$ cat src/assert_macros.svh
// ----------------------------------------------------------------------------
// assert_macros.svh
// shared assertion macros, clocked on clk_i and muted while rst_ni is low
// ----------------------------------------------------------------------------
`ifndef ASSERT_MACROS_SVH
`define ASSERT_MACROS_SVH

// property must hold at every clock edge out of reset
`define PLQM_ASSERT(lbl, prop) \
  lbl: assert property (@(posedge clk_i) disable iff (!rst_ni) (prop)) \
    else $error("plqm assertion failed");

// condition must never be seen at a clock edge out of reset
`define PLQM_ASSERT_NEVER(lbl, cond) \
  lbl: assert property (@(posedge clk_i) disable iff (!rst_ni) !(cond)) \
    else $error("plqm forbidden condition seen");

`endif

$ cat src/plqm_pkg.sv
// ----------------------------------------------------------------------------
// plqm_pkg
// request and response types, command codes and memory control bundle
// ----------------------------------------------------------------------------
package plqm_pkg;

  localparam int unsigned CmdW   = 3;
  localparam int unsigned QueueW = 3;
  localparam int unsigned EntryW = 5;

  localparam logic [CmdW-1:0] CmdAlloc   = 3'd0;
  localparam logic [CmdW-1:0] CmdFree    = 3'd1;
  localparam logic [CmdW-1:0] CmdMkEmpty = 3'd2;
  localparam logic [CmdW-1:0] CmdAppend  = 3'd3;
  localparam logic [CmdW-1:0] CmdPeek    = 3'd4;
  localparam logic [CmdW-1:0] CmdPop     = 3'd5;
  localparam logic [CmdW-1:0] CmdRemove  = 3'd6;

  typedef struct packed {
    logic [CmdW-1:0]   command;
    logic [QueueW-1:0] queue_id;
    logic [EntryW-1:0] entry_in;
  } cmd_req_t;

  typedef struct packed {
    logic              found;
    logic [EntryW-1:0] entry_out;
  } cmd_rsp_t;

  // write enables of the link and queue memories
  typedef struct packed {
    logic next_we;
    logic prev_we;
    logic qm_we;
  } mem_ctl_t;

endpackage

$ cat src/plqm_ram.sv
// ----------------------------------------------------------------------------
// plqm_ram
// single write port, single read port memory with registered read data
// ----------------------------------------------------------------------------
module plqm_ram #(
  parameter int unsigned DEPTH = 32,
  parameter int unsigned WIDTH = 5,
  localparam int unsigned AW = (DEPTH > 1) ? $clog2(DEPTH) : 1
) (
  input  logic             clk_i,
  input  logic             we_i,
  input  logic [AW-1:0]    waddr_i,
  input  logic [WIDTH-1:0] wdata_i,
  input  logic [AW-1:0]    raddr_i,
  output logic [WIDTH-1:0] rdata_o
);

  logic [WIDTH-1:0] mem_q [DEPTH];
  logic [WIDTH-1:0] rdata_q;

  always_ff @(posedge clk_i) begin
    if (we_i) begin
      mem_q[waddr_i] <= wdata_i;
    end
    rdata_q <= mem_q[raddr_i];
  end

  assign rdata_o = rdata_q;

endmodule

$ cat src/plqm_seq.sv
// ----------------------------------------------------------------------------
// plqm_seq
// command sequencer: free list registers, queue flags and memory accesses
// ----------------------------------------------------------------------------
`include "assert_macros.svh"

module plqm_seq #(
  parameter int unsigned POOL_SIZE  = 32,
  parameter int unsigned NUM_QUEUES = 8,
  localparam int unsigned EW = $clog2(POOL_SIZE),
  localparam int unsigned QW = (NUM_QUEUES > 1) ? $clog2(NUM_QUEUES) : 1
) (
  input  logic               clk_i,
  input  logic               rst_ni,
  input  logic               start_i,
  input  plqm_pkg::cmd_req_t req_i,
  output logic               busy_o,
  output logic               rsp_valid_o,
  output plqm_pkg::cmd_rsp_t rsp_o,
  output plqm_pkg::mem_ctl_t mem_ctl_o,
  output logic [EW-1:0]      next_raddr_o,
  input  logic [EW-1:0]      next_rdata_i,
  output logic [EW-1:0]      next_waddr_o,
  output logic [EW-1:0]      next_wdata_o,
  output logic [EW-1:0]      prev_raddr_o,
  input  logic [EW-1:0]      prev_rdata_i,
  output logic [EW-1:0]      prev_waddr_o,
  output logic [EW-1:0]      prev_wdata_o,
  output logic [QW-1:0]      qm_raddr_o,
  input  logic [2*EW-1:0]    qm_rdata_i,
  output logic [QW-1:0]      qm_waddr_o,
  output logic [2*EW-1:0]    qm_wdata_o
);

  localparam int unsigned CW = $clog2(POOL_SIZE + 1);
  localparam int unsigned WW = $clog2(POOL_SIZE);
  localparam int unsigned OW = plqm_pkg::EntryW;

  typedef enum logic [5:0] {
    S_IDLE    = 6'b000001,
    S_ALLOC   = 6'b000010,
    S_QRD     = 6'b000100,
    S_WALK    = 6'b001000,
    S_WALK_NX = 6'b010000,
    S_UNL     = 6'b100000
  } state_e;

  state_e                       state_q, state_d;
  logic [EW-1:0]                free_head_q, free_head_d;
  logic [CW-1:0]                free_count_q, free_count_d;
  logic [NUM_QUEUES-1:0]        nonempty_q, nonempty_d;
  logic [plqm_pkg::CmdW-1:0]    cmd_q, cmd_d;
  logic [QW-1:0]                qid_q, qid_d;
  logic [EW-1:0]                ent_q, ent_d;
  logic [EW-1:0]                head_q, head_d;
  logic [EW-1:0]                tail_q, tail_d;
  logic [EW-1:0]                cur_q, cur_d;
  logic [EW-1:0]                tgt_q, tgt_d;
  logic [WW-1:0]                walk_n_q, walk_n_d;
  logic                         rsp_valid_q, rsp_valid_d;
  plqm_pkg::cmd_rsp_t           rsp_q, rsp_d;

  logic          in_e_ok, in_q_ok;
  logic [EW-1:0] in_ent;
  logic [QW-1:0] in_qid;
  logic [EW-1:0] qm_head, qm_tail;

  assign in_e_ok = 32'(req_i.entry_in) < 32'(POOL_SIZE);
  assign in_q_ok = 32'(req_i.queue_id) < 32'(NUM_QUEUES);
  assign in_ent  = EW'(req_i.entry_in);
  assign in_qid  = QW'(req_i.queue_id);
  assign qm_head = qm_rdata_i[2*EW-1:EW];
  assign qm_tail = qm_rdata_i[EW-1:0];

  always_comb begin
    state_d      = state_q;
    free_head_d  = free_head_q;
    free_count_d = free_count_q;
    nonempty_d   = nonempty_q;
    cmd_d        = cmd_q;
    qid_d        = qid_q;
    ent_d        = ent_q;
    head_d       = head_q;
    tail_d       = tail_q;
    cur_d        = cur_q;
    tgt_d        = tgt_q;
    walk_n_d     = walk_n_q;
    rsp_valid_d  = 1'b0;
    rsp_d        = '0;
    mem_ctl_o    = '0;
    next_raddr_o = cur_q;
    next_waddr_o = '0;
    next_wdata_o = '0;
    prev_raddr_o = tgt_q;
    prev_waddr_o = '0;
    prev_wdata_o = '0;
    qm_raddr_o   = in_qid;
    qm_waddr_o   = '0;
    qm_wdata_o   = '0;

    unique case (state_q)
      S_IDLE: begin
        if (start_i) begin
          cmd_d = req_i.command;
          qid_d = in_qid;
          ent_d = in_ent;
          rsp_valid_d = 1'b1;
          unique case (req_i.command)
            plqm_pkg::CmdAlloc: begin
              if (free_count_q != '0) begin
                next_raddr_o = free_head_q;
                rsp_valid_d  = 1'b0;
                state_d      = S_ALLOC;
              end
            end
            plqm_pkg::CmdFree: begin
              if (in_e_ok) begin
                mem_ctl_o.next_we = 1'b1;
                next_waddr_o      = in_ent;
                next_wdata_o      = free_head_q;
                free_head_d       = in_ent;
                if (free_count_q != CW'(POOL_SIZE)) begin
                  free_count_d = free_count_q + CW'(1);
                end
              end
            end
            plqm_pkg::CmdMkEmpty: begin
              if (in_q_ok) begin
                nonempty_d[in_qid] = 1'b0;
              end
            end
            plqm_pkg::CmdAppend: begin
              if (in_q_ok && in_e_ok) begin
                if (nonempty_q[in_qid]) begin
                  // need the old tail first
                  rsp_valid_d = 1'b0;
                  state_d     = S_QRD;
                end else begin
                  mem_ctl_o.qm_we    = 1'b1;
                  qm_waddr_o         = in_qid;
                  qm_wdata_o         = {in_ent, in_ent};
                  nonempty_d[in_qid] = 1'b1;
                end
              end
            end
            plqm_pkg::CmdPeek, plqm_pkg::CmdPop: begin
              if (in_q_ok && nonempty_q[in_qid]) begin
                rsp_valid_d = 1'b0;
                state_d     = S_QRD;
              end
            end
            plqm_pkg::CmdRemove: begin
              if (in_q_ok && in_e_ok && nonempty_q[in_qid]) begin
                rsp_valid_d = 1'b0;
                state_d     = S_QRD;
              end
            end
            default: begin
              rsp_valid_d = 1'b1;
            end
          endcase
        end
      end

      S_ALLOC: begin
        free_head_d     = next_rdata_i;
        free_count_d    = free_count_q - CW'(1);
        rsp_valid_d     = 1'b1;
        rsp_d.found     = 1'b1;
        rsp_d.entry_out = OW'(free_head_q);
        state_d         = S_IDLE;
      end

      S_QRD: begin
        head_d = qm_head;
        tail_d = qm_tail;
        unique case (cmd_q)
          plqm_pkg::CmdAppend: begin
            mem_ctl_o.next_we = 1'b1;
            next_waddr_o      = qm_tail;
            next_wdata_o      = ent_q;
            mem_ctl_o.prev_we = 1'b1;
            prev_waddr_o      = ent_q;
            prev_wdata_o      = qm_tail;
            mem_ctl_o.qm_we   = 1'b1;
            qm_waddr_o        = qid_q;
            qm_wdata_o        = {qm_head, ent_q};
            rsp_valid_d       = 1'b1;
            state_d           = S_IDLE;
          end
          plqm_pkg::CmdPeek: begin
            rsp_valid_d     = 1'b1;
            rsp_d.found     = 1'b1;
            rsp_d.entry_out = OW'(qm_head);
            state_d         = S_IDLE;
          end
          plqm_pkg::CmdPop: begin
            // unlink the head: fetch both of its links
            tgt_d        = qm_head;
            next_raddr_o = qm_head;
            prev_raddr_o = qm_head;
            state_d      = S_UNL;
          end
          default: begin
            cur_d    = qm_head;
            walk_n_d = '0;
            state_d  = S_WALK;
          end
        endcase
      end

      S_WALK: begin
        priority if (cur_q == ent_q) begin
          tgt_d        = ent_q;
          next_raddr_o = ent_q;
          prev_raddr_o = ent_q;
          state_d      = S_UNL;
        end else if (cur_q == tail_q || walk_n_q == WW'(POOL_SIZE - 1)) begin
          rsp_valid_d = 1'b1;
          state_d     = S_IDLE;
        end else begin
          next_raddr_o = cur_q;
          state_d      = S_WALK_NX;
        end
      end

      S_WALK_NX: begin
        cur_d    = next_rdata_i;
        walk_n_d = walk_n_q + WW'(1);
        state_d  = S_WALK;
      end

      S_UNL: begin
        priority if (tgt_q == head_q && tgt_q == tail_q) begin
          nonempty_d[qid_q] = 1'b0;
        end else if (tgt_q == head_q) begin
          mem_ctl_o.qm_we = 1'b1;
          qm_waddr_o      = qid_q;
          qm_wdata_o      = {next_rdata_i, tail_q};
        end else if (tgt_q == tail_q) begin
          mem_ctl_o.qm_we = 1'b1;
          qm_waddr_o      = qid_q;
          qm_wdata_o      = {head_q, prev_rdata_i};
        end else begin
          mem_ctl_o.next_we = 1'b1;
          next_waddr_o      = prev_rdata_i;
          next_wdata_o      = next_rdata_i;
          mem_ctl_o.prev_we = 1'b1;
          prev_waddr_o      = next_rdata_i;
          prev_wdata_o      = prev_rdata_i;
        end
        rsp_valid_d     = 1'b1;
        rsp_d.found     = 1'b1;
        rsp_d.entry_out = OW'(tgt_q);
        state_d         = S_IDLE;
      end

      default: begin
        state_d = S_IDLE;
      end
    endcase
  end

  always_ff @(posedge clk_i or negedge rst_ni) begin
    if (!rst_ni) begin
      state_q      <= S_IDLE;
      free_head_q  <= EW'(POOL_SIZE - 1);
      free_count_q <= CW'(POOL_SIZE);
      nonempty_q   <= '0;
      rsp_valid_q  <= 1'b0;
    end else begin
      state_q      <= state_d;
      free_head_q  <= free_head_d;
      free_count_q <= free_count_d;
      nonempty_q   <= nonempty_d;
      rsp_valid_q  <= rsp_valid_d;
    end
  end

  always_ff @(posedge clk_i) begin
    cmd_q    <= cmd_d;
    qid_q    <= qid_d;
    ent_q    <= ent_d;
    head_q   <= head_d;
    tail_q   <= tail_d;
    cur_q    <= cur_d;
    tgt_q    <= tgt_d;
    walk_n_q <= walk_n_d;
    rsp_q    <= rsp_d;
  end

  assign busy_o      = (state_q != S_IDLE);
  assign rsp_valid_o = rsp_valid_q;
  assign rsp_o       = rsp_q;

  `PLQM_ASSERT(rsp_has_origin,
    rsp_valid_o |-> ($past(start_i && state_q == S_IDLE) || $past(state_q != S_IDLE)))
  `PLQM_ASSERT_NEVER(free_count_overflow, free_count_q > CW'(POOL_SIZE))
  `PLQM_ASSERT(unlink_after_lookup,
    state_q == S_UNL |-> ($past(state_q == S_QRD) || $past(state_q == S_WALK)))

endmodule

$ cat src/pooled_linked_queue_manager_core.sv
// ----------------------------------------------------------------------------
// pooled_linked_queue_manager_core
// pooled entries shared by a lifo free list and fifo queues, linked in memory
// ----------------------------------------------------------------------------
// free, make_empty, append to an empty queue and rejected requests answer
//   straight from idle; alloc, peek and append read a memory first, pop also
//   unlinks the head, and remove walks the queue entry by entry and unlinks on a hit
// throughput: one request at a time, busy is high until the last memory update
// reset: a sweep over every entry loads the link memories, busy stays high;
//   results are a one-cycle strobe that the receiver cannot stall
module pooled_linked_queue_manager_core #(
  parameter int unsigned POOL_SIZE  = 32,
  parameter int unsigned NUM_QUEUES = 8
) (
  input  logic               clk_i,
  input  logic               rst_ni,
  input  logic               start,
  output logic               busy,
  input  plqm_pkg::cmd_req_t req_i,
  output logic               rsp_valid_o,
  output plqm_pkg::cmd_rsp_t rsp_o
);

  `include "assert_macros.svh"

  localparam int unsigned EW = $clog2(POOL_SIZE);
  localparam int unsigned QW = (NUM_QUEUES > 1) ? $clog2(NUM_QUEUES) : 1;

  // init sweep state
  logic          init_busy_q, init_busy_d;
  logic [EW-1:0] init_idx_q, init_idx_d;
  logic          init_last;

  // sequencer side of the memories
  plqm_pkg::mem_ctl_t seq_ctl;
  logic               seq_busy;
  logic [EW-1:0]      next_raddr, next_rdata, seq_next_waddr, seq_next_wdata;
  logic [EW-1:0]      prev_raddr, prev_rdata, seq_prev_waddr, seq_prev_wdata;
  logic [QW-1:0]      qm_raddr, qm_waddr;
  logic [2*EW-1:0]    qm_rdata, qm_wdata;

  // memory write ports after the init mux
  logic          next_we, prev_we;
  logic [EW-1:0] next_waddr, next_wdata, prev_waddr, prev_wdata;

  assign init_last = (init_idx_q == EW'(POOL_SIZE - 1));

  always_comb begin
    init_busy_d = init_busy_q;
    init_idx_d  = init_idx_q;
    if (init_busy_q) begin
      init_idx_d = init_idx_q + EW'(1);
      if (init_last) begin
        init_busy_d = 1'b0;
      end
    end
  end

  always_ff @(posedge clk_i or negedge rst_ni) begin
    if (!rst_ni) begin
      init_busy_q <= 1'b1;
      init_idx_q  <= '0;
    end else begin
      init_busy_q <= init_busy_d;
      init_idx_q  <= init_idx_d;
    end
  end

  // during the sweep entry i gets next = i - 1 and prev = i + 1, both wrapping
  always_comb begin
    if (init_busy_q) begin
      next_we    = 1'b1;
      next_waddr = init_idx_q;
      next_wdata = (init_idx_q == '0) ? EW'(POOL_SIZE - 1) : init_idx_q - EW'(1);
      prev_we    = 1'b1;
      prev_waddr = init_idx_q;
      prev_wdata = init_last ? '0 : init_idx_q + EW'(1);
    end else begin
      next_we    = seq_ctl.next_we;
      next_waddr = seq_next_waddr;
      next_wdata = seq_next_wdata;
      prev_we    = seq_ctl.prev_we;
      prev_waddr = seq_prev_waddr;
      prev_wdata = seq_prev_wdata;
    end
  end

  // requests are held off until the sweep is done
  assign busy = init_busy_q | seq_busy;

  plqm_seq #(
    .POOL_SIZE  (POOL_SIZE),
    .NUM_QUEUES (NUM_QUEUES)
  ) u_seq (
    .clk_i        (clk_i),
    .rst_ni       (rst_ni),
    .start_i      (start & ~init_busy_q),
    .req_i        (req_i),
    .busy_o       (seq_busy),
    .rsp_valid_o  (rsp_valid_o),
    .rsp_o        (rsp_o),
    .mem_ctl_o    (seq_ctl),
    .next_raddr_o (next_raddr),
    .next_rdata_i (next_rdata),
    .next_waddr_o (seq_next_waddr),
    .next_wdata_o (seq_next_wdata),
    .prev_raddr_o (prev_raddr),
    .prev_rdata_i (prev_rdata),
    .prev_waddr_o (seq_prev_waddr),
    .prev_wdata_o (seq_prev_wdata),
    .qm_raddr_o   (qm_raddr),
    .qm_rdata_i   (qm_rdata),
    .qm_waddr_o   (qm_waddr),
    .qm_wdata_o   (qm_wdata)
  );

  // forward links: free list and queues
  plqm_ram #(
    .DEPTH (POOL_SIZE),
    .WIDTH (EW)
  ) u_next_mem (
    .clk_i   (clk_i),
    .we_i    (next_we),
    .waddr_i (next_waddr),
    .wdata_i (next_wdata),
    .raddr_i (next_raddr),
    .rdata_o (next_rdata)
  );

  // backward links: queues only
  plqm_ram #(
    .DEPTH (POOL_SIZE),
    .WIDTH (EW)
  ) u_prev_mem (
    .clk_i   (clk_i),
    .we_i    (prev_we),
    .waddr_i (prev_waddr),
    .wdata_i (prev_wdata),
    .raddr_i (prev_raddr),
    .rdata_o (prev_rdata)
  );

  // per-queue head and tail, only used while the queue is marked nonempty
  plqm_ram #(
    .DEPTH (NUM_QUEUES),
    .WIDTH (2 * EW)
  ) u_queue_mem (
    .clk_i   (clk_i),
    .we_i    (seq_ctl.qm_we),
    .waddr_i (qm_waddr),
    .wdata_i (qm_wdata),
    .raddr_i (qm_raddr),
    .rdata_o (qm_rdata)
  );

  `PLQM_ASSERT(init_ends_on_last_entry,
    $fell(init_busy_q) |-> $past(init_idx_q) == EW'(POOL_SIZE - 1))

endmodule
$ cat config.mk
export PLATFORM = sky130hd
export DESIGN_NAME = pooled_linked_queue_manager_core
export DESIGN_NICKNAME = d
export VERILOG_FILES = /design/src/plqm_pkg.sv /design/src/plqm_ram.sv /design/src/plqm_seq.sv /design/src/pooled_linked_queue_manager_core.sv
export VERILOG_INCLUDE_DIRS = /design/src /design/src/src
export SDC_FILE = /design/constraint.sdc
export NUM_CORES = 1
export LEC_CHECK = 0
export ABC_AREA = 1
export BUFFER_PORTS_ARGS = -buffer_cell sky130_fd_sc_hd__buf_2
export CAP_MARGIN = 25
export CORE_MARGIN = 2
export CORE_UTILIZATION = 63
export CTS_CLUSTER_SIZE = 16
export DETAILED_ROUTE_END_ITERATION = 8
export GPL_TIMING_DRIVEN = 0
export PLACE_DENSITY = 0.77
export SLEW_MARGIN = 20
export SYNTH_ARGS = -nofsm -noshare
export SYNTH_HDL_FRONTEND = slang
export SYNTH_HIERARCHICAL = 1
export SYNTH_SLANG_ARGS = --single-unit
$ cat constraint.sdc
create_clock -name clk_i -period 4.1 [get_ports clk_i]
set_input_delay 0.615 -clock clk_i [delete_from_list [all_inputs] [get_ports clk_i]]
set_output_delay 0.615 -clock clk_i [all_outputs]
set_load 0.005 [all_outputs]
==> results.toml <==
[global_routing]
antenna_found_initial = 0
grt_pass1_wl_um = 88000
grt_pass1_vias = 16162
grtUsageTotal_pct = 31.4
grt_max_degree = 33
gr-total-overflow = 0

[layout]
fin_util_pct = 70.9
areaGrowthSynthToFinish_pct = 11.5
drive_gt1_share_pct = 10.4
n_antenna_cell = 0
nets = 2377

[power_and_ir_drop]
ir_worst_vdd_mv = 0.434
p_sw_mw = 3.20
pwr-share-seq_pct = 46.8
intPower_mw = 8.92
combPwrFrac_pct = 14.5
p_total_mw = 12.1
power_density_nw_per_um2 = 483
p_sw_share_pct = 26.4
p_leak_nw = 10.1
power_frac_clock_pct = 38.7

[sta]
skew_ns = 0.0211
period_share_pct = 95.1
worst_slew_pin_slew_ns = 0.956
fin_crit_ns = 3.90
slew_viol_final = 0
grt_setup_unrepaired = "no"
hold_viol = 0
holdWs_ns = 0.124
setup_slack_ns = 0.201
fmax_mhz = 256
slew_headroom_pct = 36.0
setup-violations-final = 0

[synth]
yosysMostFrequentCell = "nand2_1"
synthFlopType = "edfxtp_1"
synth_area_leaders = "edfxtp_1, nand2_1, nand3_1"
synthMuxAreaShare_pct = 0
syn_nets = 2297
ys_seq_area_share_pct = 63.9
synth_fa_ha_area_share_pct = 0.701
synth_top_area_share_pct = 57.5
synth-xor-area-share_pct = 0.779
synth-edff-count = 431
synth-simple-area-share_pct = 24.8
synth_area_sq_um = 22500
synth_cell_types = 45
synth_top_cell_by_area = "edfxtp_1"
syn_inst = 2271
ys_ff_latch = 494
synth_top_family_by_area = "simple AND/OR/NAND/NOR gates"
async_flop_share_pct = 6.48
ys_warn_count = 6
synth.avg_cell_area_sq_um = 9.90
synthTopCellsByCount = "nand2_1, edfxtp_1, nand3_1"
synth-compound-area-share_pct = 3.40

[floorplan]
chipWidth_um = 193
core_area_sq_um = 35400
num_rows = 69
chipHeight_um = 193
floorplan.die_area_sq_um = 37200
boundaryPins = 22
start_util_pct = 63.5

[route]
wire_per_inst_um = 19.9
via_count = 16711
drc_errors = 0
first_iter_violations = 1815
drt_pass1_iterations = 6
ant_nets = 0
wl_um = 56700
vias_per_cell = 5.86

[place]
hpwl_um = 39400
place_ws_ns = 0.375
gp_congestion = 0.943
port_buffers = 21

[setup_path]
crit_type = "flip-flop to flip-flop"
r2r_cells = 15
timing.rr.end = "u_prev_mem/mem_q[23][1]$_DFFE_PP_"
worstPathRequired_ns = 4.32
critical_path.max_fanout = 10
r2r_slack_ns = 0.20
r2r-start = "u_seq/tgt_q[3]$_DFF_P_"
start_kind = "flip-flop"
end_kind = "flip-flop"
cp.arrival_ns = 4.11

[cts]
path_clk_slew_ns = 0.06
cts_buffer_depth = 3
cts_buffers = 50
cts_root_buf = "clkbuf_16"
cts_sinks = 494
clock_latency_ns = 0.59
postCtsSetupBuffers = 0
postCtsResizedCells = 0
hold_buffers = 0
cts_max_level = 2
cts_tree = "done"

[outcome]
status = "complete, no violations"

[min_path]
hold_path_class = "input pin to async pin"

[job]
drv_cap = 0
-- worst max-delay path, cell delays in order, from the launching register on --
cell and delay, ns:
dfxtp_1 0.51, xor2_1 0.19, nor2_1 0.06, nand3_1 0.10
buf_2 0.23, inv_1 0.12, ha_1 0.23, nor2_4 0.24
nand3_1 0.17, inv_2 0.17, nand2_1 0.09, nand2_1 0.08
nand2_1 0.06, nand2_1 0.13, nand3_1 0.53, nor2_1 0.62
-- through the flow --
step                      TNS, ns  std cells  instance area (sq um)
after floorplan                 0       2271                  22500
after global placement     -82.82       2753                  23200
after detailed placement        0       2760                  23400
after CTS                       0       2852                  25100
after global routing            0       2852                  25100
final                           0       2852                  25100
-- sequential cells by signal (all words and copies together), names as in the netlist, 6 cells and up, named ones only --
| signal | cells |
|---|---|
| u_next_mem/mem_q | 160 |
| u_prev_mem/mem_q | 160 |
| u_queue_mem/mem_q | 80 |
| u_queue_mem/rdata_o | 10 |
| u_seq/free_count_q | 6 |
| u_seq/rsp_o | 6 |
| u_seq/state_q | 6 |
-- cell usage in the layout (no fill, tap or decap), types with 4 or more instances in the layout --
master,Yosys,routed
buf_1,5,5
buf_4,24,25
buf_2,33,54
a21oi_1,29,26
clkbuf_16,0,51
clkbuf_8,0,4
dfrtp_1,24,24
o21ai_0,62,61
inv_2,12,12
nand2_2,14,16
clkbuf_1,8,18
xnor2_1,6,6
clkinv_2,0,6
dfstp_2,8,8
dfxtp_1,31,31
nand4_1,17,17
nor2_2,6,7
buf_6,25,25
edfxtp_1,431,431
nand2_1,776,774
inv_1,176,176
o21ai_1,7,7
o221ai_1,9,9
bufinv_16,0,7
xor2_1,14,14
ha_1,11,11
nand3_1,366,366
nor2_1,126,124
o211ai_1,19,19
or2_2,4,4
clkinv_1,4,13
-- how the worst max path moves through the flow --
stage                                        endpoint  cells after the start  slack [ns]                          from
floorplan            u_prev_mem/mem_q[0][0]$_DFFE_PP_                     13        1.02        u_seq/tgt_q[3]$_DFF_P_
global placement    u_next_mem/mem_q[10][0]$_DFFE_PP_                     13       -0.71        u_seq/tgt_q[3]$_DFF_P_
detailed placement  u_next_mem/mem_q[30][4]$_DFFE_PP_                     15        0.38        u_seq/tgt_q[3]$_DFF_P_
CTS                 u_prev_mem/mem_q[11][0]$_DFFE_PP_                     15        0.37        u_seq/tgt_q[3]$_DFF_P_
global route        u_prev_mem/mem_q[11][0]$_DFFE_PP_                     11        0.09  u_seq/state_q[5]$_DFFE_PN0P_
finish              u_prev_mem/mem_q[23][1]$_DFFE_PP_                     15        0.20        u_seq/tgt_q[3]$_DFF_P_
-- kinds of logic after synthesis --
kind of cell,after synthesis
AOI/OAI and AO/OA,133
DFF,494
buffers and inverters,293
adders and majority gates,12
and+or+nand+nor,1319
xor gates and xnor gates,20
-- layout make-up --
class	instances	area [sq um]
flip-flops and latches	494	14400
multi-input cells	1484	6740
clock buffers	65	1370
fillers	2565	10300
plain buffers	98	701
repair buffers	28	245
inverters	195	747
clock inverters	27	339
well taps	461	577
-- layer usage --
layer	up-vias	global-route usage, %	wire, um
li1	7813	-	-
met1	7931	43.4	23000
met2	834	50.8	26700
met3	133	4.96	5180
met4	0	12.1	1760
met5	-	0	0
-- power groups by stage --
stage	registers, mW	clock network, mW	logic, mW
6_report	5.67	4.69	1.76
2_1_floorplan	5.73	0	1.19
5_1_grt	5.68	4.96	1.92
3_5_place_dp	5.77	0	1.71
3_3_place_gp	5.77	0	1.65
4_1_cts	5.67	4.75	1.72
No activity file was read; power rests on OpenSTA's default activity.
